<file path="src/design/hrg_div.sv">
// pipelined restoring divider, one quotient bit per stage, with sideband
module hrg_div #(
	parameter int NUM_W  = 16,
	parameter int DEN_W  = 8,
	parameter int SIDE_W = 8
) (
	input  logic              clk,
	input  logic              arst_n,
	input  logic              en,
	input  logic              in_valid,
	input  logic [NUM_W-1:0]  num,
	input  logic [DEN_W-1:0]  den,
	input  logic [SIDE_W-1:0] side_in,
	output logic              out_valid,
	output logic [NUM_W-1:0]  quot,
	output logic [SIDE_W-1:0] side_out
);

	logic              v_s  [NUM_W];
	logic [NUM_W-1:0]  w_s  [NUM_W];
	logic [DEN_W-1:0]  r_s  [NUM_W];
	logic [DEN_W-1:0]  d_s  [NUM_W];
	logic [SIDE_W-1:0] sd_s [NUM_W];

	for (genvar i = 0; i < NUM_W; i++) begin : g_stage
		logic              src_v;
		logic [NUM_W-1:0]  src_w;
		logic [DEN_W-1:0]  src_r;
		logic [DEN_W-1:0]  src_d;
		logic [SIDE_W-1:0] src_sd;
		logic [DEN_W:0]    part;
		logic              ge;
		logic [DEN_W:0]    diff;

		// stage source: ports or previous stage
		if (i == 0) begin : g_first
			assign src_v  = in_valid;
			assign src_w  = num;
			assign src_r  = '0;
			assign src_d  = den;
			assign src_sd = side_in;
		end else begin : g_next
			assign src_v  = v_s[i-1];
			assign src_w  = w_s[i-1];
			assign src_r  = r_s[i-1];
			assign src_d  = d_s[i-1];
			assign src_sd = sd_s[i-1];
		end

		// one trial subtract
		assign part = {src_r, src_w[NUM_W-1]};
		assign ge   = part >= {1'b0, src_d};
		assign diff = part - {1'b0, src_d};

		always_ff @(posedge clk or negedge arst_n) begin
			if (!arst_n) begin
				v_s[i] <= 1'b0;
			end else if (en) begin
				v_s[i] <= src_v;
			end
		end

		always_ff @(posedge clk) begin
			if (en) begin
				w_s[i]  <= {src_w[NUM_W-2:0], ge};
				r_s[i]  <= ge ? diff[DEN_W-1:0] : part[DEN_W-1:0];
				d_s[i]  <= src_d;
				sd_s[i] <= src_sd;
			end
		end
	end

	assign out_valid = v_s[NUM_W-1];
	assign quot      = w_s[NUM_W-1];
	assign side_out  = sd_s[NUM_W-1];

endmodule

</file>
<file path="config.mk">
export PLATFORM = sky130hd
export DESIGN_NAME = hrg_div
export DESIGN_NICKNAME = d
export VERILOG_FILES = /design/src/design/hrg_div.sv
export SDC_FILE = /design/constraint.sdc
export NUM_CORES = 1
export LEC_CHECK = 0
export BUFFER_PORTS_ARGS = -buffer_cell sky130_fd_sc_hd__buf_2
export CAP_MARGIN = 15
export CELL_PAD_IN_SITES_DETAIL_PLACEMENT = 0
export CELL_PAD_IN_SITES_GLOBAL_PLACEMENT = 1
export CORE_AREA = 2 2 298 300
export CTS_BUF_LIST = sky130_fd_sc_hd__clkbuf_8
export DETAILED_ROUTE_END_ITERATION = 8
export DIE_AREA = 0 0 300 302
export PLACE_DENSITY_LB_ADDON = 0.12
export SYNTH_ARGS = -nofsm -noshare
export SYNTH_HDL_FRONTEND = slang
export SYNTH_SLANG_ARGS = --single-unit
</file>
<file path="constraint.sdc">
create_clock -name clk -period 2.3 [get_ports clk]
set_clock_uncertainty 0.2 [all_clocks]
set_input_delay 0.575 -clock clk [delete_from_list [all_inputs] [get_ports clk]]
set_output_delay 0.575 -clock clk [all_outputs]
set_load 0.05 [all_outputs]
</file>
==> out/results.tsv <==
stage	metric	value	unit
run_status	status	complete, but fails checks	
run_status	violations	negative setup slack	
place	portBuffers	60	
synth	yosysUniqueCellTypes	56	
synth	synthArstFlopShare	2.50	%
routing	wl	48500	um
power	sequentialPowerShare	42.8	%
timing	post-route-min-period	2.34	ns
global_routing	grt_pass1_wl	76700	um
clocking	cts-root-buf	clkbuf_8	
synth	syn_area_per_cell	16.1	um^2
synth	ys_ff_latch	640	
synth	ys_warn_count	0	
worst_setup_path	cp_slowest_cell	edfxtp_1	
clocking	clk_latency	0.72	ns
worst_setup_path	worstSetupEndpointType	flop	
clocking	cts_made_buffers	113	
place	dpl.cell_count	3036	
worst_setup_path	critical_path_buf_inv_count	0	
cells_and_area	area_growth	30.0	%
routing	dr.first_iter.drc_count	617	
synth	synth_edf_count	624	
timing	worst_slew_pin_slew	0.454	ns
worst_setup_path	cp_max_fo	3	
cells_and_area	final_cells	3363	
timing	rsz0062_at_grt	yes	
worst_setup_path	worst_ep_required_time	2.56	ns
global_routing	grt_overflow	0	
clocking	clkSlewWorstSetupHoldPaths	0.06	ns
place	place_congestion	0.792	
floorplanning	initial_core_util	29.8	%
floorplanning	die-area	90600	um^2
worst_setup_path	crit_family	adder cells	
floorplanning	boundaryPins	61	
timing	relSlewSlack	68.9	%
job	max_cap_violations	0	
cells_and_area	utilization	38.8	%
timing	hold_viol_final	0	
routing	vias	14400	
timing	final.setup.tns	-0.0546	ns
power	peakVddDrop	504	uV
worst_setup_path	cpPeakStageDelay	0.45	ns
cells_and_area	final_layout_size_suffix_gt1_share	34.2	%
synth	syn_inst	1618	
floorplanning	die_x	300	um
routing	drc	0	
global_routing	antenna_found_initial	1	
place	dp_hpwl	30600	um
routing	first_pass_iters	4	
place	placed_area	29500	um^2
power	leakagePower	0.0131	uW
global_routing	grt_pass1_vias	14700	
power	swShare	28.8	%
clocking	cts_tree	yes	
timing	worst_slack	-0.0423	ns
cells_and_area	fin_nets	2275	
power	intPower	26700	uW
worst_setup_path	crit_chain	ha_4, fa_2, nor2b_2, o31a_1, or4b_1, nand3_1, mux2_4	
timing	drv_slew	0	
clocking	htreeDepth	3	
routing	routedWlPerCell	14.4	um
global_routing	grt_max_degree	77	
worst_setup_path	reg2reg_to	r_s[5][6]	
cells_and_area	final_area	33900	um^2
worst_setup_path	reg2regPathDepth	7	
synth	syn_area	26100	um^2
global_routing	grt_usage	10.6	%
synth	synth_flop_cell	edfxtp_1	
cells_and_area	layout_commonest_cell	edfxtp_1	
worst_setup_path	r2r_setup_slack	-0.04	ns
floorplanning	rows	109	
clocking	cts_sinks	640	
worst_setup_path	worst_setup_path_start_kind	flop	
power	p_per_area	1100	nW/um^2
floorplanning	core	87600	um^2
clocking	cts_max_path_buffers	3	
power	p_sw	10800	uW
cells_and_area	mostFrequentLayoutCells	624 x edfxtp_1, 251 x buf_4, 179 x inv_1	
synth	syn_nets	1790	
worst_setup_path	path_class	reg2reg	
power	clkPwrFrac	26.9	%
routing	ant_nets	0	
power	pwr-share-comb	30.3	%
worst_setup_path	cp.arrival	2.60	ns
synth	ys_seq_area_share	73.3	%
timing	clock.fmax	0.427	GHz
timing	fin_crit_sh	102	%
timing	finalSetupViolCount	2	
routing	vias_per_cell	4.28	
min_path	hold_class	in2async	
floorplanning	die_height	302	um
worst_setup_path	timing.rr.start	d_s[2][0]	
==> what timing repair did <==
item / in CTS / in global routing
hold buffers: 34 / 0
pin swaps: 16 / 87
setup buffers: 28 / 54
gates resized for setup: 50 / 230
endpoints found under the hold margin: 51 / 0
setup endpoints to repair: 68 / 110
cloned: 2 / 2
==> worst max-delay path by stage <==
stage	startpoint	endpoint	slack [ns]	cells past startpoint
global route	d_s[2][0]	r_s[5][6]	-0.12	7
finish	d_s[2][0]	r_s[5][6]	-0.04	7
floorplan	r_s[2][2]	r_s[3][2]	0.009	6
global placement	r_s[0][5]	r_s[1][5]	-0.19	7
detailed placement	r_s[6][2]	r_s[7][7]	-0.21	7
CTS	d_s[3][11]	r_s[8][3]	-0.02	8
==> cell usage after synthesis (2+ instances only) <==
cell | instances | area (um^2)
dfrtp_1 | 16 | 400
fa_1 | 14 | 280
o211ai_1 | 3 | 22.5
nand2b_1 | 23 | 144
xnor2_1 | 24 | 210
and3_1 | 6 | 37.5
nor2_1 | 33 | 124
and2_1 | 16 | 100
mux2_2 | 56 | 631
o21bai_1 | 2 | 15.0
o21ai_0 | 92 | 460
o31a_1 | 8 | 70.1
o31ai_1 | 12 | 90.1
nand2_1 | 77 | 289
a21oi_2 | 7 | 61.3
buf_2 | 2 | 10.0
a31o_2 | 6 | 52.6
or3_1 | 7 | 43.8
or4_1 | 3 | 22.5
nand3_1 | 18 | 90.1
o2111ai_1 | 2 | 17.5
o21ai_1 | 7 | 35.0
a21o_1 | 23 | 173
o21a_1 | 22 | 165
inv_1 | 161 | 604
nor4_1 | 2 | 12.5
a211oi_1 | 16 | 120
o22a_1 | 6 | 52.6
a2111oi_0 | 5 | 43.8
nor3_1 | 11 | 55.1
edfxtp_1 | 624 | 18700
a21oi_1 | 72 | 360
xor2_1 | 19 | 166
ha_1 | 122 | 1530
or4b_1 | 5 | 50.1
buf_4 | 5 | 37.5
a31oi_1 | 4 | 25.0
or2_2 | 6 | 37.5
a221oi_2 | 6 | 90.1
and4_1 | 6 | 52.6
a21boi_0 | 7 | 52.6
nor2b_1 | 21 | 131
nand3b_1 | 7 | 52.6
mux2i_1 | 21 | 210
clkbuf_1 | 2 | 7.51
==> metrics by stage <==
| step | setup slack (ns) | power, uW | hold slack [ns] |
|---|---|---|---|
| floorplan | 0.00919 | 21800 | 0.0794 |
| global placement | -0.187 | 25300 | 0.200 |
| detailed placement | -0.209 | 25300 | 0.205 |
| CTS | -0.0210 | 36400 | 0.0154 |
| global route | -0.122 | 39900 | 0.0774 |
| finish | -0.0423 | 37400 | 0.117 |
==> per-layer routing <==
metal | track usage [%] | vias up | share of wire, %
li1 | - | 7112 | -
met1 | 14.0 | 6935 | 47
met2 | 16.4 | 239 | 46
met3 | 2.51 | 123 | 4.4
met4 | 5.31 | 0 | 3.3
met5 | 0 | - | 0
==> flip-flops by register name, indices dropped and copies added (netlist names) <==
signal	cells
sd_s	128
d_s	120
g_stage.src_v	15
out_valid	1
r_s	120
w_s	256
==> cell families (layout without fill, tap and decap cells) <==
group	count (synthesis)	count (layout)	share of synthesized area (%)
xor+xnor	43	43	1.44
other cells	0	1	0
mux	77	77	3.22
buf+inv	171	750	2.55
simple gates	244	244	4.90
flops	640	640	73.3
compound gates	307	307	7.66
fa+ha+maj	136	136	6.92
==> area by class of cell <==
cell class,count,area [um^2]
Sequential cell,640,19100
Inverter,162,609
Clock buffer,116,1600
Timing Repair Buffer,379,3050
Multi-Input combinational cell,807,7510
Fill cell,8228,53600
Antenna cell,1,2.50
Clock inverter,93,572
Tap cell,1165,1460
==> power by group through the flow <==
stage	clock network, uW	registers, uW	logic [uW]
finish	10100	16000	11300
global route	11100	16200	12600
CTS	10700	15900	9790
detailed placement	0	16100	9180
global placement	0	16100	9120
floorplan	0	15900	5890
==> worst reg2reg max path, cell delays in order, from the launching register on <==
cell      delay [ns]
edfxtp_1        0.45
ha_4            0.21
fa_2            0.42
nor2b_2         0.15
o31a_1          0.22
or4b_1          0.13
nand3_1         0.06
mux2_4          0.29
No activity file was read; power rests on OpenSTA's default activity.
