<file path="src/design/hrg_pkg.sv">
// shared types, register codes and reset values for the hsv to rgb converter
package hrg_pkg;

	// input item
	typedef struct packed {
		logic [15:0] hue;
		logic [7:0]  saturation;
		logic [7:0]  level;
		logic        enhanced;
	} in_t;

	// result item
	typedef struct packed {
		logic [7:0]  red;
		logic [7:0]  green;
		logic [7:0]  blue;
		logic [15:0] red_ticks;
		logic [15:0] green_ticks;
		logic [15:0] blue_ticks;
	} out_t;

	// configuration register indexes
	typedef enum logic [1:0] {
		CFG_HUE_MAX      = 2'd0,
		CFG_ENH_HUE_MAX  = 2'd1,
		CFG_MAX_LEVEL    = 2'd2,
		CFG_PERIOD_TICKS = 2'd3
	} cfg_idx_t;

	// hue sectors of 60 degrees
	typedef enum logic [2:0] {
		SEC_RED_YEL = 3'd0,
		SEC_YEL_GRN = 3'd1,
		SEC_GRN_CYN = 3'd2,
		SEC_CYN_BLU = 3'd3,
		SEC_BLU_MAG = 3'd4,
		SEC_MAG_RED = 3'd5
	} sector_t;

	localparam logic [15:0] HUE_MAX_RST      = 16'd254;
	localparam logic [15:0] ENH_HUE_MAX_RST  = 16'd65535;
	localparam logic [7:0]  MAX_LEVEL_RST    = 8'd254;
	localparam logic [15:0] PERIOD_TICKS_RST = 16'd3333;

	localparam logic [8:0]  DEG_FULL   = 9'd360;
	localparam logic [15:0] DEG_SECTOR = 16'd60;
	localparam logic [7:0]  LVL_FULL   = 8'd255;

	// hue dividend and divisor widths
	localparam int HUE_NUM_W = 25;
	localparam int HUE_DEN_W = 16;
	// gamma divider widths
	localparam int GAM_NUM_W = 16;
	// tick divider widths
	localparam int TCK_NUM_W = 32;
	localparam int LVL_W     = 8;

endpackage

</file>
<file path="src/design/hrg_div.sv">
// pipelined restoring divider, one quotient bit per stage, with sideband
module hrg_div #(
	parameter int NUM_W  = 16,
	parameter int DEN_W  = 8,
	parameter int SIDE_W = 8
) (
	input  logic              clk,
	input  logic              arst_n,
	input  logic              en,
	input  logic              in_valid,
	input  logic [NUM_W-1:0]  num,
	input  logic [DEN_W-1:0]  den,
	input  logic [SIDE_W-1:0] side_in,
	output logic              out_valid,
	output logic [NUM_W-1:0]  quot,
	output logic [SIDE_W-1:0] side_out
);

	logic              v_s  [NUM_W];
	logic [NUM_W-1:0]  w_s  [NUM_W];
	logic [DEN_W-1:0]  r_s  [NUM_W];
	logic [DEN_W-1:0]  d_s  [NUM_W];
	logic [SIDE_W-1:0] sd_s [NUM_W];

	for (genvar i = 0; i < NUM_W; i++) begin : g_stage
		logic              src_v;
		logic [NUM_W-1:0]  src_w;
		logic [DEN_W-1:0]  src_r;
		logic [DEN_W-1:0]  src_d;
		logic [SIDE_W-1:0] src_sd;
		logic [DEN_W:0]    part;
		logic              ge;
		logic [DEN_W:0]    diff;

		// stage source: ports or previous stage
		if (i == 0) begin : g_first
			assign src_v  = in_valid;
			assign src_w  = num;
			assign src_r  = '0;
			assign src_d  = den;
			assign src_sd = side_in;
		end else begin : g_next
			assign src_v  = v_s[i-1];
			assign src_w  = w_s[i-1];
			assign src_r  = r_s[i-1];
			assign src_d  = d_s[i-1];
			assign src_sd = sd_s[i-1];
		end

		// one trial subtract
		assign part = {src_r, src_w[NUM_W-1]};
		assign ge   = part >= {1'b0, src_d};
		assign diff = part - {1'b0, src_d};

		always_ff @(posedge clk or negedge arst_n) begin
			if (!arst_n) begin
				v_s[i] <= 1'b0;
			end else if (en) begin
				v_s[i] <= src_v;
			end
		end

		always_ff @(posedge clk) begin
			if (en) begin
				w_s[i]  <= {src_w[NUM_W-2:0], ge};
				r_s[i]  <= ge ? diff[DEN_W-1:0] : part[DEN_W-1:0];
				d_s[i]  <= src_d;
				sd_s[i] <= src_sd;
			end
		end
	end

	assign out_valid = v_s[NUM_W-1];
	assign quot      = w_s[NUM_W-1];
	assign side_out  = sd_s[NUM_W-1];

endmodule

</file>
<file path="src/design/hrg_chan.sv">
// per-channel gamma divide, period scaling and tick divide
module hrg_chan (
	input  logic        clk,
	input  logic        arst_n,
	input  logic        en,
	input  logic        in_valid,
	input  logic [7:0]  color,
	input  logic [15:0] color_sq,
	input  logic [7:0]  level_div,
	input  logic [15:0] period,
	output logic        out_valid,
	output logic [7:0]  color_out,
	output logic [15:0] ticks
);

	logic                               gv;
	logic [hrg_pkg::GAM_NUM_W-1:0]      gq;
	logic [7:0]                         gc;
	logic                               v_s6;
	logic [hrg_pkg::TCK_NUM_W-1:0]      prod_s6;
	logic [7:0]                         c_s6;
	logic [hrg_pkg::TCK_NUM_W-1:0]      tq;

	// gamma: square over max level
	hrg_div #(
		.NUM_W  (hrg_pkg::GAM_NUM_W),
		.DEN_W  (hrg_pkg::LVL_W),
		.SIDE_W (8)
	) u_gam (
		.clk       (clk),
		.arst_n    (arst_n),
		.en        (en),
		.in_valid  (in_valid),
		.num       (color_sq),
		.den       (level_div),
		.side_in   (color),
		.out_valid (gv),
		.quot      (gq),
		.side_out  (gc)
	);

	// scale by period
	always_ff @(posedge clk or negedge arst_n) begin
		if (!arst_n) begin
			v_s6 <= 1'b0;
		end else if (en) begin
			v_s6 <= gv;
		end
	end

	always_ff @(posedge clk) begin
		if (en) begin
			prod_s6 <= gq * period;
			c_s6    <= gc;
		end
	end

	// ticks: product over max level
	hrg_div #(
		.NUM_W  (hrg_pkg::TCK_NUM_W),
		.DEN_W  (hrg_pkg::LVL_W),
		.SIDE_W (8)
	) u_tck (
		.clk       (clk),
		.arst_n    (arst_n),
		.en        (en),
		.in_valid  (v_s6),
		.num       (prod_s6),
		.den       (level_div),
		.side_in   (c_s6),
		.out_valid (out_valid),
		.quot      (tq),
		.side_out  (color_out)
	);

	assign ticks = tq[15:0];

endmodule

</file>
<file path="config.mk">
export PLATFORM = sky130hd
export DESIGN_NAME = hrg_chan
export DESIGN_NICKNAME = d
export VERILOG_FILES = /design/src/design/hrg_pkg.sv /design/src/design/hrg_div.sv /design/src/design/hrg_chan.sv
export SDC_FILE = /design/constraint.sdc
export NUM_CORES = 2
export LEC_CHECK = 0
export CAP_MARGIN = 40
export CORE_MARGIN = 2
export CORE_UTILIZATION = 55
export DETAILED_ROUTE_END_ITERATION = 8
export DONT_BUFFER_PORTS = 1
export GPL_TIMING_DRIVEN = 0
export PLACE_DENSITY = 0.8
export SYNTH_ARGS = -nofsm -noshare
export SYNTH_HDL_FRONTEND = slang
export SYNTH_HIERARCHICAL = 1
export SYNTH_SLANG_ARGS = --single-unit
</file>
<file path="constraint.sdc">
create_clock -name clk -period 8.1 [get_ports clk]
set_clock_uncertainty 0.15 [all_clocks]
set_input_delay 1.62 -clock clk [delete_from_list [all_inputs] [get_ports clk]]
set_output_delay 1.62 -clock clk [all_outputs]
set_load 0.05 [all_outputs]
</file>
==> results.ini <==
[clock_tree]
htreeDepth=4
post_cts_buffers=0
cts_sinks=2097
worstSkewPairLatency_ns=0.84
cts_made_buffers=208
clk_pin_slew_ns=0.06
cts_max_path_buffers=3
cts_tree=done
cts_root_buf=clkbuf_16
postCtsHoldBufs=0
ctsResizeCount=0

[critical_path]
worstSetupStartpointType=primary input
cp-end-kind=flop
reg2reg_slack_ns=1.16
worstSetupPathDepth=20
slowest_delay_ns=0.58
reg2reg_depth=20
critPathCapture=prod_s6[31]$_DFFE_PP_
crit_path_start=period[9]
reg2reg_from=u_gam/w_s[1][118]$_DFFE_PP_
cp.buffers_inverters=6
cp_slowest_cell=fa_1
worst-path-max-fanout=10
cp_cell_sequence=clkbuf_1 > nand2_1 > fa_1 > inv_1 > fa_1 > inv_1 > fa_1 > inv_1 > fa_1 > fa_1 > inv_1 > fa_1 > inv_1 > ha_1 > a21oi_1 > o211ai_2 > a21oi_2 > o311ai_2 > mux2i_1 > nor4_1
arrival_ns=7.44
path_class=in -> reg
critPathTopFamily=adder cells
rr_endpoint=prod_s6[31]$_DFFE_PP_
worstPathRequired_ns=8.57
cpMostUsedCell=fa_1

[floorplanning]
die_h_um=415
die_w_um=415
row_count=150
fp.dieArea_sq_um=172000
initial_core_util=0.555
core_area_sq_um=168000
ioPinCount=77

[final_layout]
multiInputGateArea_sq_um=27300
register_area_sq_um=62700
postLayoutCellArea_sq_um=103000
fin_nets=7099
areaGrowthSynthToFinish_pct=11.0
fill_cells=11791
drive_above_1_share=0.100
utilization=0.616

[sta]
fin_crit_ns=6.97
final_max_slew_viol_count=0
tightestPinTransition_ns=1.35
fmax_ghz=0.143
fin_setup_tns_ns=0
setup_violations=0
rsz0062_at_grt=no
maxSlewHeadroom=0.101
hold_violations=0
fin_crit_sh=0.861

[power]
total_leakage_power_uw=0.0399
power_uw=39200
ir_worst_vdd_mv=0.604
power.density_nw_per_um2=380

[synth]
ys_warn_count=6
netlist_area_sq_um=93000
avgSynthCellArea_sq_um=15.2
syn-instance-count=6113
synth_nets=6879

[drt]
drt_iter0_markers=3628
via_count=47838
viasPerCell=5.48
wl_per_cell_um=17.1
drt-pass1-iter-count=6
drtAntennaViolNets=0
drc=0
routed_wl_um=150000

[global_route]
antenna_found_initial=2
grt-ovfl-total=0
grtUsageTotal=0.173
grt_max_degree=366
grt_pass1_wl_um=245000
grt_pass1_vias=48982

[placed_design]
place_area_sq_um=96000
dpl.hpwl_um=95500
place_congestion=0.877
port_buffers=0

[run]
maxCapViolations=0

[hold_path]
hp-class=reg -> reg

[run_status]
status=completed

registers in the layout, indices dropped and copies added, names as in the netlist:
| name | flops |
|---|---|
| u_gam/d_s | 120 |
| u_gam/g_stage.src_v | 15 |
| u_gam/out_valid | 1 |
| u_gam/sd_s | 128 |
| u_tck/r_s | 248 |
| u_tck/out_valid | 1 |
| prod_s6 | 32 |
| c_s6 | 8 |
| u_tck/g_stage.src_v | 31 |
| u_tck/sd_s | 256 |
| u_gam/r_s | 120 |
| u_gam/w_s | 256 |
| u_tck/w_s | 632 |
| u_tck/d_s | 248 |
| v_s6 | 1 |
power breakdown:
group          switching [uW]  internal [uW]
Sequential                762          14400
Clock                    4130           5820
Combinational            8220           5850
placed cells by master, fill, tap and decap left out, types with 40 or more instances in the layout:
master	count
edfxtp_1	2048
nor2_1	141
inv_1	708
nor3_1	44
a21oi_1	240
o21a_1	89
and2_1	167
nand3_1	59
ha_1	476
fa_1	238
mux2_2	176
clkbuf_1	67
nand2b_1	75
a21o_1	66
dfrtp_1	49
nand2_1	384
o21ai_0	271
clkbuf_16	211
mux2i_1	79
xor2_1	72
clkinv_1	40
nor2b_1	67
xnor2_1	100
per-stage QoR:
step	setup WS, ns	cells	hold slack [ns]
2_1_floorplan	1.02	6113	0.250
3_3_place_gp	0.381	8317	0.250
3_5_place_dp	0.368	8325	0.255
4_1_cts	1.09	8718	0.204
5_1_grt	0.829	8720	0.213
6_report	1.13	8722	0.215
cell type report:
| cell class | instances | area share |
|---|---|---|
| Antenna cell | 2 | 0.0000484 |
| Buffer | 72 | 0.00344 |
| Clock buffer | 244 | 0.0526 |
| Clock inverter | 149 | 0.0175 |
| Inverter | 720 | 0.0262 |
| Multi-Input combinational cell | 3224 | 0.264 |
| Sequential cell | 2097 | 0.607 |
| Tap cell | 2204 | 0.0267 |
| Timing Repair Buffer | 10 | 0.00266 |
worst min path at each step:
stage | endpoint | cells past startpoint | startpoint | slack, ns
after detailed placement | c_s6[4]$_DFFE_PP_ | 0 | u_gam/sd_s[15][4]$_DFFE_PP_ | 0.25
after CTS | u_tck/w_s[0][47]$_DFFE_PP_ | 0 | u_tck/w_s[0][14]$_DFFE_PP_ | 0.20
after floorplan | c_s6[0]$_DFFE_PP_ | 0 | u_gam/sd_s[15][0]$_DFFE_PP_ | 0.25
after global placement | u_tck/sd_s[0][25]$_DFFE_PP_ | 0 | u_tck/sd_s[0][17]$_DFFE_PP_ | 0.25
after global routing | u_tck/w_s[0][250]$_DFFE_PP_ | 0 | u_tck/w_s[0][217]$_DFFE_PP_ | 0.21
final | u_tck/w_s[0][47]$_DFFE_PP_ | 0 | u_tck/w_s[0][14]$_DFFE_PP_ | 0.21
routing by layer:
metal	GRT usage	vias up	share of wire
met5	0	-	0.000087
met4	0.0653	2	0.033
met3	0.0323	343	0.046
met2	0.304	1150	0.51
met1	0.214	23555	0.41
li1	-	22788	-
Power figures use the tool's default switching activity.
