===== src/design/hrg_pkg.sv =====
// shared types, register codes and reset values for the hsv to rgb converter
package hrg_pkg;

	// input item
	typedef struct packed {
		logic [15:0] hue;
		logic [7:0]  saturation;
		logic [7:0]  level;
		logic        enhanced;
	} in_t;

	// result item
	typedef struct packed {
		logic [7:0]  red;
		logic [7:0]  green;
		logic [7:0]  blue;
		logic [15:0] red_ticks;
		logic [15:0] green_ticks;
		logic [15:0] blue_ticks;
	} out_t;

	// configuration register indexes
	typedef enum logic [1:0] {
		CFG_HUE_MAX      = 2'd0,
		CFG_ENH_HUE_MAX  = 2'd1,
		CFG_MAX_LEVEL    = 2'd2,
		CFG_PERIOD_TICKS = 2'd3
	} cfg_idx_t;

	// hue sectors of 60 degrees
	typedef enum logic [2:0] {
		SEC_RED_YEL = 3'd0,
		SEC_YEL_GRN = 3'd1,
		SEC_GRN_CYN = 3'd2,
		SEC_CYN_BLU = 3'd3,
		SEC_BLU_MAG = 3'd4,
		SEC_MAG_RED = 3'd5
	} sector_t;

	localparam logic [15:0] HUE_MAX_RST      = 16'd254;
	localparam logic [15:0] ENH_HUE_MAX_RST  = 16'd65535;
	localparam logic [7:0]  MAX_LEVEL_RST    = 8'd254;
	localparam logic [15:0] PERIOD_TICKS_RST = 16'd3333;

	localparam logic [8:0]  DEG_FULL   = 9'd360;
	localparam logic [15:0] DEG_SECTOR = 16'd60;
	localparam logic [7:0]  LVL_FULL   = 8'd255;

	// hue dividend and divisor widths
	localparam int HUE_NUM_W = 25;
	localparam int HUE_DEN_W = 16;
	// gamma divider widths
	localparam int GAM_NUM_W = 16;
	// tick divider widths
	localparam int TCK_NUM_W = 32;
	localparam int LVL_W     = 8;

endpackage


===== src/design/hrg_color.sv =====
// sector, remainder and p/q/t terms down to rgb and squared channels
module hrg_color (
	input  logic        clk,
	input  logic        arst_n,
	input  logic        en,
	input  logic        in_valid,
	input  logic [15:0] deg,
	input  logic [7:0]  sat,
	input  logic [7:0]  val,
	output logic        out_valid,
	output logic [7:0]  red,
	output logic [7:0]  green,
	output logic [7:0]  blue,
	output logic [15:0] red_sq,
	output logic [15:0] green_sq,
	output logic [15:0] blue_sq
);

	logic               v_s2, v_s3, v_s4, v_s5;
	hrg_pkg::sector_t   sec_s2, sec_s3, sec_s4;
	logic [7:0]         rem_s2;
	logic [7:0]         sat_s2, val_s2, val_s3, val_s4;
	logic               grey_s3, grey_s4;
	logic [7:0]         ns_s3, sr_s3, st_s3;
	logic [7:0]         p_s4, q_s4, t_s4;
	logic [7:0]         r_s5, g_s5, b_s5;
	logic [15:0]        rsq_s5, gsq_s5, bsq_s5;

	hrg_pkg::sector_t   sec_c;
	logic [15:0]        base_c;
	logic [15:0]        off_c;
	logic [7:0]         rem_c;
	logic [15:0]        sr_c, st_c, p_c, q_c, t_c;
	logic [7:0]         r_c, g_c, b_c;

	// sector by threshold compare
	always_comb begin
		if (deg >= {7'd0, hrg_pkg::DEG_FULL}) begin
			sec_c  = hrg_pkg::SEC_RED_YEL;
			base_c = '0;
		end else if (deg >= 16'd300) begin
			sec_c  = hrg_pkg::SEC_MAG_RED;
			base_c = 16'd300;
		end else if (deg >= 16'd240) begin
			sec_c  = hrg_pkg::SEC_BLU_MAG;
			base_c = 16'd240;
		end else if (deg >= 16'd180) begin
			sec_c  = hrg_pkg::SEC_CYN_BLU;
			base_c = 16'd180;
		end else if (deg >= 16'd120) begin
			sec_c  = hrg_pkg::SEC_GRN_CYN;
			base_c = 16'd120;
		end else if (deg >= hrg_pkg::DEG_SECTOR) begin
			sec_c  = hrg_pkg::SEC_YEL_GRN;
			base_c = hrg_pkg::DEG_SECTOR;
		end else begin
			sec_c  = hrg_pkg::SEC_RED_YEL;
			base_c = '0;
		end
		// at or beyond full circle the whole degree value is the offset
		off_c = deg - base_c;
		rem_c = {off_c[5:0], 2'b00};
	end

	// fractional products
	assign sr_c = sat_s2 * rem_s2;
	assign st_c = sat_s2 * (hrg_pkg::LVL_FULL - rem_s2);

	// p, q and t terms
	assign p_c = val_s3 * ns_s3;
	assign q_c = val_s3 * (hrg_pkg::LVL_FULL - sr_s3);
	assign t_c = val_s3 * (hrg_pkg::LVL_FULL - st_s3);

	// channel selection
	always_comb begin
		if (grey_s4) begin
			r_c = val_s4; g_c = val_s4; b_c = val_s4;
		end else begin
			case (sec_s4)
				hrg_pkg::SEC_RED_YEL: begin
					r_c = val_s4; g_c = t_s4; b_c = p_s4;
				end
				hrg_pkg::SEC_YEL_GRN: begin
					r_c = q_s4; g_c = val_s4; b_c = p_s4;
				end
				hrg_pkg::SEC_GRN_CYN: begin
					r_c = p_s4; g_c = val_s4; b_c = t_s4;
				end
				hrg_pkg::SEC_CYN_BLU: begin
					r_c = p_s4; g_c = q_s4; b_c = val_s4;
				end
				hrg_pkg::SEC_BLU_MAG: begin
					r_c = t_s4; g_c = p_s4; b_c = val_s4;
				end
				default: begin
					r_c = val_s4; g_c = p_s4; b_c = q_s4;
				end
			endcase
		end
	end

	// valid bits
	always_ff @(posedge clk or negedge arst_n) begin
		if (!arst_n) begin
			v_s2 <= 1'b0;
			v_s3 <= 1'b0;
			v_s4 <= 1'b0;
			v_s5 <= 1'b0;
		end else if (en) begin
			v_s2 <= in_valid;
			v_s3 <= v_s2;
			v_s4 <= v_s3;
			v_s5 <= v_s4;
		end
	end

	// payload stages
	always_ff @(posedge clk) begin
		if (en) begin
			sec_s2  <= sec_c;
			rem_s2  <= rem_c;
			sat_s2  <= sat;
			val_s2  <= val;
			sec_s3  <= sec_s2;
			val_s3  <= val_s2;
			grey_s3 <= sat_s2 == 8'd0;
			ns_s3   <= hrg_pkg::LVL_FULL - sat_s2;
			sr_s3   <= sr_c[15:8];
			st_s3   <= st_c[15:8];
			sec_s4  <= sec_s3;
			val_s4  <= val_s3;
			grey_s4 <= grey_s3;
			p_s4    <= p_c[15:8];
			q_s4    <= q_c[15:8];
			t_s4    <= t_c[15:8];
			r_s5    <= r_c;
			g_s5    <= g_c;
			b_s5    <= b_c;
			rsq_s5  <= r_c * r_c;
			gsq_s5  <= g_c * g_c;
			bsq_s5  <= b_c * b_c;
		end
	end

	assign out_valid = v_s5;
	assign red       = r_s5;
	assign green     = g_s5;
	assign blue      = b_s5;
	assign red_sq    = rsq_s5;
	assign green_sq  = gsq_s5;
	assign blue_sq   = bsq_s5;

endmodule


===== config.mk =====
export PLATFORM = sky130hd
export DESIGN_NAME = hrg_color
export DESIGN_NICKNAME = d
export VERILOG_FILES = /design/src/design/hrg_pkg.sv /design/src/design/hrg_color.sv
export SDC_FILE = /design/constraint.sdc
export NUM_CORES = 1
export LEC_CHECK = 0
export BUFFER_PORTS_ARGS = -buffer_cell sky130_fd_sc_hd__buf_2
export CAP_MARGIN = 20
export CORE_MARGIN = 2
export CORE_UTILIZATION = 46
export CTS_BUF_LIST = sky130_fd_sc_hd__clkbuf_4
export DETAILED_ROUTE_END_ITERATION = 8
export PLACE_DENSITY = 0.68
export SLEW_MARGIN = 25
export SYNTH_ARGS = -nofsm -noshare
export SYNTH_HDL_FRONTEND = slang
export SYNTH_SLANG_ARGS = --single-unit

===== constraint.sdc =====
create_clock -name clk -period 7.4 [get_ports clk]
set_input_delay 0.37 -clock clk [delete_from_list [all_inputs] [get_ports clk]]
set_output_delay 0.37 -clock clk [all_outputs]
set_load 0.02 [all_outputs]

==> results.py, run 1 <==
metrics = {
    "drt": {
        "drtIter0Drc": 721,
        "wl_per_cell_um": 14.7,
        "via_per_inst": 5.08,
        "vias": 13700,
        "drc": 0,
        "wirelength_um": 39800,
        "ant_nets": 0,
        "drt_pass1_iterations": 5,
    },
    "worst_setup_path": {
        "r2r_slack_ps": 1250,
        "cp_num_buf_inv": 4,
        "reg2reg_from": "sec_s4[0]",
        "critPathTopFamily": "adder cells",
        "r2r_end": "green_sq[15]",
        "startpoint_type": "register",
        "crit_path_max_fanout": 17,
        "crit_chain": "nor2_1, a22oi_1, a21oi_1, a21oi_1, o21a_1, inv_1, nand2_1, fa_1, inv_1, fa_1, inv_1, fa_1, fa_1, inv_1, ha_1, nor2_1, o21ai_0, or3b_2, a41oi_2, nand3_1",
        "r2r_cells": 20,
        "crit_slowest_cell": "nor2_1",
        "cp-end-kind": "register",
        "max_stage_delay_ps": 700,
        "crit_type": "register to register",
        "cp.required_ps": 7800,
        "crit_arrival_ps": 6550,
    },
    "synth": {
        "synthTopCellsByCount": "383 x inv_1, 243 x fa_1, 240 x ha_1, 163 x edfxtp_1, 153 x nor2_1",
        "yosysTopAreaCell": "edfxtp_1",
        "syn_inst": 1990,
        "yosysMostFrequentCell": "inv_1",
        "synthesis.area_um2": 20000,
        "seq_area_frac_synth_pct": 25.0,
        "async_flop_share_pct": 2.40,
        "synth_top_area_share_pct": 24.5,
        "yosysUniqueCellTypes": 79,
        "yosys_most_used_dff": "edfxtp_1",
        "ys_seq_elements": 167,
        "synth_edf_count": 163,
        "yosysWarnings": 0,
        "synthTopCellsByArea": "edfxtp_1 25%, fa_1 24%, ha_1 15%",
        "syn_area_per_cell_um2": 10.0,
    },
    "clock_tree": {
        "cts_tree": "built",
        "path_clk_slew_ps": 150,
        "cts_resized": 0,
        "cts_buffers": 17,
        "htree_num_levels": 4,
        "root_buffer": "clkbuf_4",
        "insertion_delay_ps": 640,
        "numClockSinks": 167,
        "cts_buffer_depth": 2,
    },
    "global_route": {
        "antenna_found_initial": 1,
        "grt-ovfl-total": 0,
        "grt_start_max_net_pins": 111,
        "grt_pass1_wl_um": 68000,
        "grt_pass1_vias": 14200,
        "grtUsageTotal_pct": 18.8,
    },
    "floorplanning": {
        "rows": 76,
        "core_um2": 43000,
        "fp.dieW_um": 212,
        "die_h_um": 212,
        "floorplan.initialDensity_pct": 46.5,
        "ioPinCount": 109,
        "design.die.area_um2": 45100,
    },
    "cells_and_area": {
        "drive_gt1_share_pct": 9.57,
        "final_nets": 2617,
        "area_growth_pct": 8.24,
    },
    "sta": {
        "relSlewSlack_pct": 39.1,
        "hold_viol_final": 0,
        "finalCritPeriodShare_pct": 83.1,
        "finalWorstSetupSlack_ps": 1250,
        "setup_viol": 0,
        "worstMarginPinSlew_ps": 888,
        "tns_ps": 0,
        "worst_clock_skew_ps": 27.6,
        "max_clock_freq_mhz": 163,
        "min_period_ps": 6150,
        "rsz0062_at_grt": "false",
        "maxSlewViolCount": 0,
    },
    "worst_hold_path": {
        "min_path_cells": 2,
        "min-delay-start": "deg[8]",
        "min-delay-path-class": "input pin to register",
        "hold_end": "sec_s2[1]",
    },
    "place": {
        "pre_cts_ws_ps": 1080,
        "port_buffers": 105,
        "dpl.hpwl_um": 31700,
        "place_congestion": 0.867,
    },
    "run_status": {
        "outcome": "finished clean",
    },
    "job": {
        "drv_cap": 0,
    },
}
-- cells in the final DEF (no fill, tap or decap), types with 9 or more instances in the layout --
cell / synthesis / layout
edfxtp_1: 163 / 163
xnor2_1: 57 / 57
nand2_1: 113 / 113
o21bai_1: 10 / 10
clkbuf_4: 0 / 17
fa_1: 243 / 243
a21o_1: 21 / 21
o211ai_1: 13 / 13
a21oi_1: 59 / 59
o21ai_2: 9 / 9
nand4_1: 10 / 10
nor2b_1: 71 / 71
buf_4: 7 / 12
o21ai_0: 44 / 44
xor2_1: 29 / 29
nand3_1: 12 / 12
buf_2: 11 / 104
ha_1: 240 / 240
nand2b_1: 77 / 77
a22oi_1: 9 / 9
and2_1: 50 / 50
inv_1: 383 / 383
nor3_1: 20 / 20
nor2_1: 153 / 153
o22ai_1: 10 / 10
and3_1: 10 / 10
dlygate4sd3_1: 0 / 21
-- repair_timing --
action                    in CTS  in global routing
buffers inserted               0                  0
hold endpoints to repair      23                  0
hold buffers                  21                  0
-- worst register-to-register path, cell delays in order (launching register included) --
cell and delay, ps:
edfxtp_1 660, nor2_1 700, a22oi_1 200, a21oi_1 180
a21oi_1 60, o21a_1 260, inv_1 150, nand2_1 90
fa_1 540, inv_1 60, fa_1 530, inv_1 60
fa_1 450, fa_1 490, inv_1 40, ha_1 350
nor2_1 70, o21ai_0 280, or3b_2 520, a41oi_2 140
nand3_1 90
-- stage by stage --
step           utilization, %  cell area, µm²  hold WS, ps  instances
2_1_floorplan               -           20000         74.4       1992
6_report                 50.3           21600         96.4       2697
5_1_grt                  50.3           21600         3.27       2697
3_3_place_gp             49.0           21100          175       2641
3_5_place_dp             49.0           21100          179       2641
4_1_cts                  50.2           21600         5.74       2694
-- worst max-delay path by stage --
stage	cells after the start	endpoint	start	slack, ps
after floorplan	21	green_sq[15]	sec_s4[1]	2130
after global placement	16	red_sq[15]	sec_s4[2]	1230
after detailed placement	16	red_sq[15]	sec_s4[2]	1080
after CTS	16	red_sq[15]	sec_s4[2]	1080
after global routing	20	green_sq[15]	sec_s4[0]	780
final	20	green_sq[15]	sec_s4[0]	1250
-- per-layer routing --
layer	GRT usage (%)	part of all wire, %
met1	23.3	44
met2	33.8	51
met3	3.07	3.0
met4	4.97	1.9
met5	0	0
-- cells by family after synthesis --
| kind of cell | after synthesis | share of synthesized area (%) |
|---|---|---|
| other | 1 | 0.0188 |
| AO/OA/AOI/OAI | 241 | 8.31 |
| buffers and inverters | 445 | 8.64 |
| AND/OR/NAND/NOR | 555 | 14.2 |
| multiplexers | 12 | 0.633 |
| adder cells (fa/ha/maj) | 483 | 39.4 |
| flip-flops | 167 | 25.0 |
| XOR/XNOR | 86 | 3.77 |
-- layout make-up --
cell class / count / area, µm²
fill: 3948 / 21400
multi-input combinational: 1380 / 13300
sequential: 167 / 4990
inverter: 392 / 1470
timing repair buffer: 140 / 875
tap: 585 / 732
clock inverter: 15 / 156
clock buffer: 17 / 128
antenna: 1 / 2.50
Power of run 1 is not shown: default switching activity piles up to over one toggle a cycle in this logic, so the estimate is an artifact.
==> run 2: changes to the inputs <==
clock period = 6.3 ns   (was 7.4 ns; I/O delays follow)
==> results.py, run 2 (synthesis gave the netlist of run 1 again) <==
metrics = {
    "cells_and_area": {
        "area_growth_pct": 8.58,
        "final_cell_mix": "383 x inv_1, 243 x fa_1, 240 x ha_1, 163 x edfxtp_1, 153 x nor2_1",
        "drive_gt1_share_pct": 9.91,
        "multiInputGateArea_um2": 13300,
        "seqCellArea_um2": 4990,
        "fin_util_pct": 50.5,
        "final.fill_count": 3943,
        "mostFrequentLayoutCell": "inv_1",
        "final_nets": 2626,
    },
    "worst_setup_path": {
        "crit_type": "register to register",
        "crit_arrival_ps": 6260,
        "cp-end-kind": "register",
        "r2r_slack_ps": 460,
        "cp.required_ps": 6720,
        "crit_path_max_fanout": 24,
        "startpoint_type": "register",
    },
    "global_route": {
        "grt-ovfl-total": 0,
        "grt_start_max_net_pins": 108,
        "antenna_found_initial": 2,
        "grtUsageTotal_pct": 19.1,
        "grt_pass1_vias": 14000,
        "grt_pass1_wl_um": 68500,
    },
    "clock_tree": {
        "path_clk_slew_ps": 150,
        "htree_num_levels": 4,
        "cts_buffers": 17,
        "cts_resized": 0,
        "numClockSinks": 167,
        "postCtsSetupBuffers": 0,
        "root_buffer": "clkbuf_4",
        "cts_buffer_depth": 2,
        "cts_tree": "built",
        "insertion_delay_ps": 670,
    },
    "sta": {
        "min_period_ps": 5840,
        "setup_viol": 0,
        "hold_viol_final": 0,
        "relSlewSlack_pct": 34.3,
        "maxSlewViolCount": 0,
        "rsz0062_at_grt": "false",
        "max_clock_freq_mhz": 171,
        "worst_clock_skew_ps": 35.6,
        "finalCritPeriodShare_pct": 92.7,
        "finalWorstSetupSlack_ps": 460,
        "worstMarginPinSlew_ps": 986,
        "tns_ps": 0,
    },
    "floorplanning": {
        "fp.dieW_um": 212,
        "core_um2": 43000,
        "rows": 76,
        "floorplan.initialDensity_pct": 46.5,
        "die_h_um": 212,
        "ioPinCount": 109,
        "design.die.area_um2": 45100,
    },
    "worst_hold_path": {
        "min-delay-path-class": "input pin to register",
    },
    "drt": {
        "vias": 13700,
        "drc": 0,
        "via_per_inst": 5.06,
        "wirelength_um": 40500,
        "drt_pass1_iterations": 5,
        "ant_nets": 0,
        "wl_per_cell_um": 15.0,
        "drtIter0Drc": 677,
    },
    "place": {
        "pre_cts_ws_ps": 484,
        "dpl.hpwl_um": 32300,
        "port_buffers": 105,
        "place_congestion": 0.877,
    },
    "run_status": {
        "outcome": "finished clean",
    },
    "job": {
        "drv_cap": 0,
    },
}
[run 2: per-layer routing]
| layer | track usage (%) | vias up | wire length [µm] |
|---|---|---|---|
| met5 | 0 | - | 0 |
| met4 | 5.06 | 0 | 764 |
| met3 | 3.18 | 51 | 1400 |
| met2 | 34.0 | 248 | 20600 |
| met1 | 23.9 | 6735 | 17700 |
| li1 | - | 6676 | - |
[run 2: final timing paths]
check	cells after the start	from	end
worst max-delay path	20	sec_s4[1]	red_sq[13]
worst min-delay path	3	deg[6]	sec_s2[2]
worst max register to register	20	sec_s4[1]	red_sq[13]
worst min register to register	0	val_s2[4]	val_s3[4]
max in group asynchronous	3	arst_n	v_s4
min in group asynchronous	3	arst_n	v_s2
[run 2: final cells by class]
cell class / instances / share of cell area (%)
timing repair buffer: 149 / 4.29
multi-input combinational: 1380 / 61.1
sequential: 167 / 23.0
clock inverter: 15 / 0.767
inverter: 392 / 6.79
antenna: 2 / 0.0231
tap: 585 / 3.38
clock buffer: 17 / 0.589
[run 2: critical path, cell delays in order, from the launching register on]
cell and delay [ps]:
edfxtp_1 580, buf_12 230, o21a_1 210, nor3_4 490, nor2_1 100, a21o_1 310
or2_1 300, fa_1 450, fa_1 540, inv_1 40, ha_1 270, inv_1 60
fa_1 470, inv_1 40, ha_1 310, a21o_1 170, a21oi_1 300, o211ai_1 200
a31o_2 270, a21oi_1 180, xnor2_1 80
[run 2: through the flow]
stage               instances  hold WS [ps]  instance area [µm²]
CTS                      2705          1.99                21700
finish                   2707          87.0                21700
floorplan                1992          19.4                20000
global route             2707          14.9                21700
detailed placement       2651           125                21200
global placement         2651           121                21200
[run 2: what timing repair did]
| item | in CTS | in global routing |
|---|---|---|
| hold buffers | 22 | 0 |
| endpoints found under the setup margin | 0 | 0 |
| endpoints found under the hold margin | 24 | 0 |
Power of run 2 is left out for the same reason.
==> run 3: changes to the inputs <==
CORE_ASPECT_RATIO = 1.25   (was not set)
==> results.py, run 3 (synthesis gave the netlist of run 1 again) <==
metrics = {
    "run_status": {
        "outcome": "finished clean",
    },
    "place": {
        "dpl.hpwl_um": 33000,
        "place_congestion": 0.921,
        "placed_area_um2": 21100,
        "port_buffers": 105,
    },
    "drt": {
        "drc": 0,
        "ant_nets": 0,
        "drtIter0Drc": 609,
        "drt_pass1_iterations": 5,
        "wirelength_um": 41100,
        "vias": 13900,
        "wl_per_cell_um": 15.3,
        "via_per_inst": 5.18,
    },
    "cells_and_area": {
        "final_cell_mix": "383 x inv_1, 243 x fa_1, 240 x ha_1, 163 x edfxtp_1, 153 x nor2_1",
        "area_growth_pct": 8.44,
        "final_nets": 2626,
        "final_area_um2": 21700,
        "mostFrequentLayoutCell": "inv_1",
        "final.fill_count": 3894,
        "drive_gt1_share_pct": 9.81,
    },
    "clock_tree": {
        "cts_buffer_depth": 2,
        "hold_buffers": 22,
        "numClockSinks": 167,
        "cts_buffers": 17,
        "cts_tree": "built",
        "htree_num_levels": 4,
        "path_clk_slew_ps": 150,
        "root_buffer": "clkbuf_4",
        "postCtsSetupBuffers": 0,
        "insertion_delay_ps": 670,
        "cts_resized": 0,
    },
    "global_route": {
        "antenna_found_initial": 1,
        "grt_pass1_vias": 14600,
        "grt_start_max_net_pins": 105,
        "grt-ovfl-total": 0,
        "grt_pass1_wl_um": 70100,
        "grtUsageTotal_pct": 19.4,
    },
    "floorplanning": {
        "fp.dieW_um": 190,
        "floorplan.initialDensity_pct": 46.5,
        "die_h_um": 237,
        "core_um2": 43000,
        "ioPinCount": 109,
        "rows": 85,
        "design.die.area_um2": 45100,
    },
    "worst_setup_path": {
        "r2r_slack_ps": 510,
        "crit_path_max_fanout": 17,
        "cp.required_ps": 6720,
        "crit_type": "register to register",
        "cp-end-kind": "register",
        "startpoint_type": "register",
        "crit_arrival_ps": 6220,
    },
    "sta": {
        "finalCritPeriodShare_pct": 92.0,
        "tns_ps": 0,
        "setup_viol": 0,
        "maxSlewViolCount": 0,
        "rsz0062_at_grt": "false",
        "relSlewSlack_pct": 35.7,
        "worst_clock_skew_ps": 30.1,
        "worstMarginPinSlew_ps": 965,
        "max_clock_freq_mhz": 173,
        "hold_viol_final": 0,
        "min_period_ps": 5790,
    },
    "job": {
        "drv_cap": 0,
    },
    "worst_hold_path": {
        "min-delay-path-class": "input pin to register",
    },
}
-- run 3: final timing paths --
kind	from	end	cells past startpoint
setup / recovery	sec_s4[0]	red_sq[15]	18
hold / removal	deg[4]	sec_s2[2]	3
setup reg to reg	sec_s4[0]	red_sq[15]	18
hold reg to reg	val_s2[0]	val_s3[0]	0
max in group asynchronous	arst_n	v_s3	3
min in group asynchronous	arst_n	out_valid	3
-- run 3: layout make-up --
class | count | area [µm²] | share of cell area (%)
Antenna cell | 1 | 2.50 | 0.0116
Clock buffer | 17 | 128 | 0.589
Clock inverter | 15 | 178 | 0.820
Inverter | 392 | 1470 | 6.79
Multi-Input combinational cell | 1380 | 13300 | 61.2
Sequential cell | 167 | 4990 | 23.1
Tap cell | 565 | 707 | 3.26
Timing Repair Buffer | 149 | 917 | 4.23
-- run 3: metrics by stage --
step / std cells / hold WS [ps] / setup WS, ps / util (%)
2_1_floorplan: 1992 / 19.4 / 1030 / -
3_3_place_gp: 2631 / 121 / 658 / 49.2
3_5_place_dp: 2631 / 129 / 568 / 49.2
4_1_cts: 2685 / 42.0 / 527 / 50.4
5_1_grt: 2686 / 68.2 / 104 / 50.4
6_report: 2686 / 104 / 506 / 50.4
-- run 3: critical path: stages, from the launching register on --
cell      delay, ps
edfxtp_1        740
nor2b_1         550
a22oi_1         140
o21ai_0         180
mux2i_1         250
or2_2           370
fa_1            530
inv_1            60
fa_1            530
inv_1            50
fa_1            450
fa_1            490
inv_1            40
ha_1            330
nand2_1          90
o211ai_1        240
and2_1          210
a41oi_1         140
xnor2_1         160
-- run 3: routing by layer --
metal	share of wire (%)	wire length (µm)	GRT usage, %	vias up
li1	-	-	-	6666
met1	41	16900	22.4	6902
met2	54	22000	36.4	276
met3	2.8	1170	2.28	62
met4	2.5	1050	7.05	0
met5	0	0	0	-
Power of run 3 is left out for the same reason.
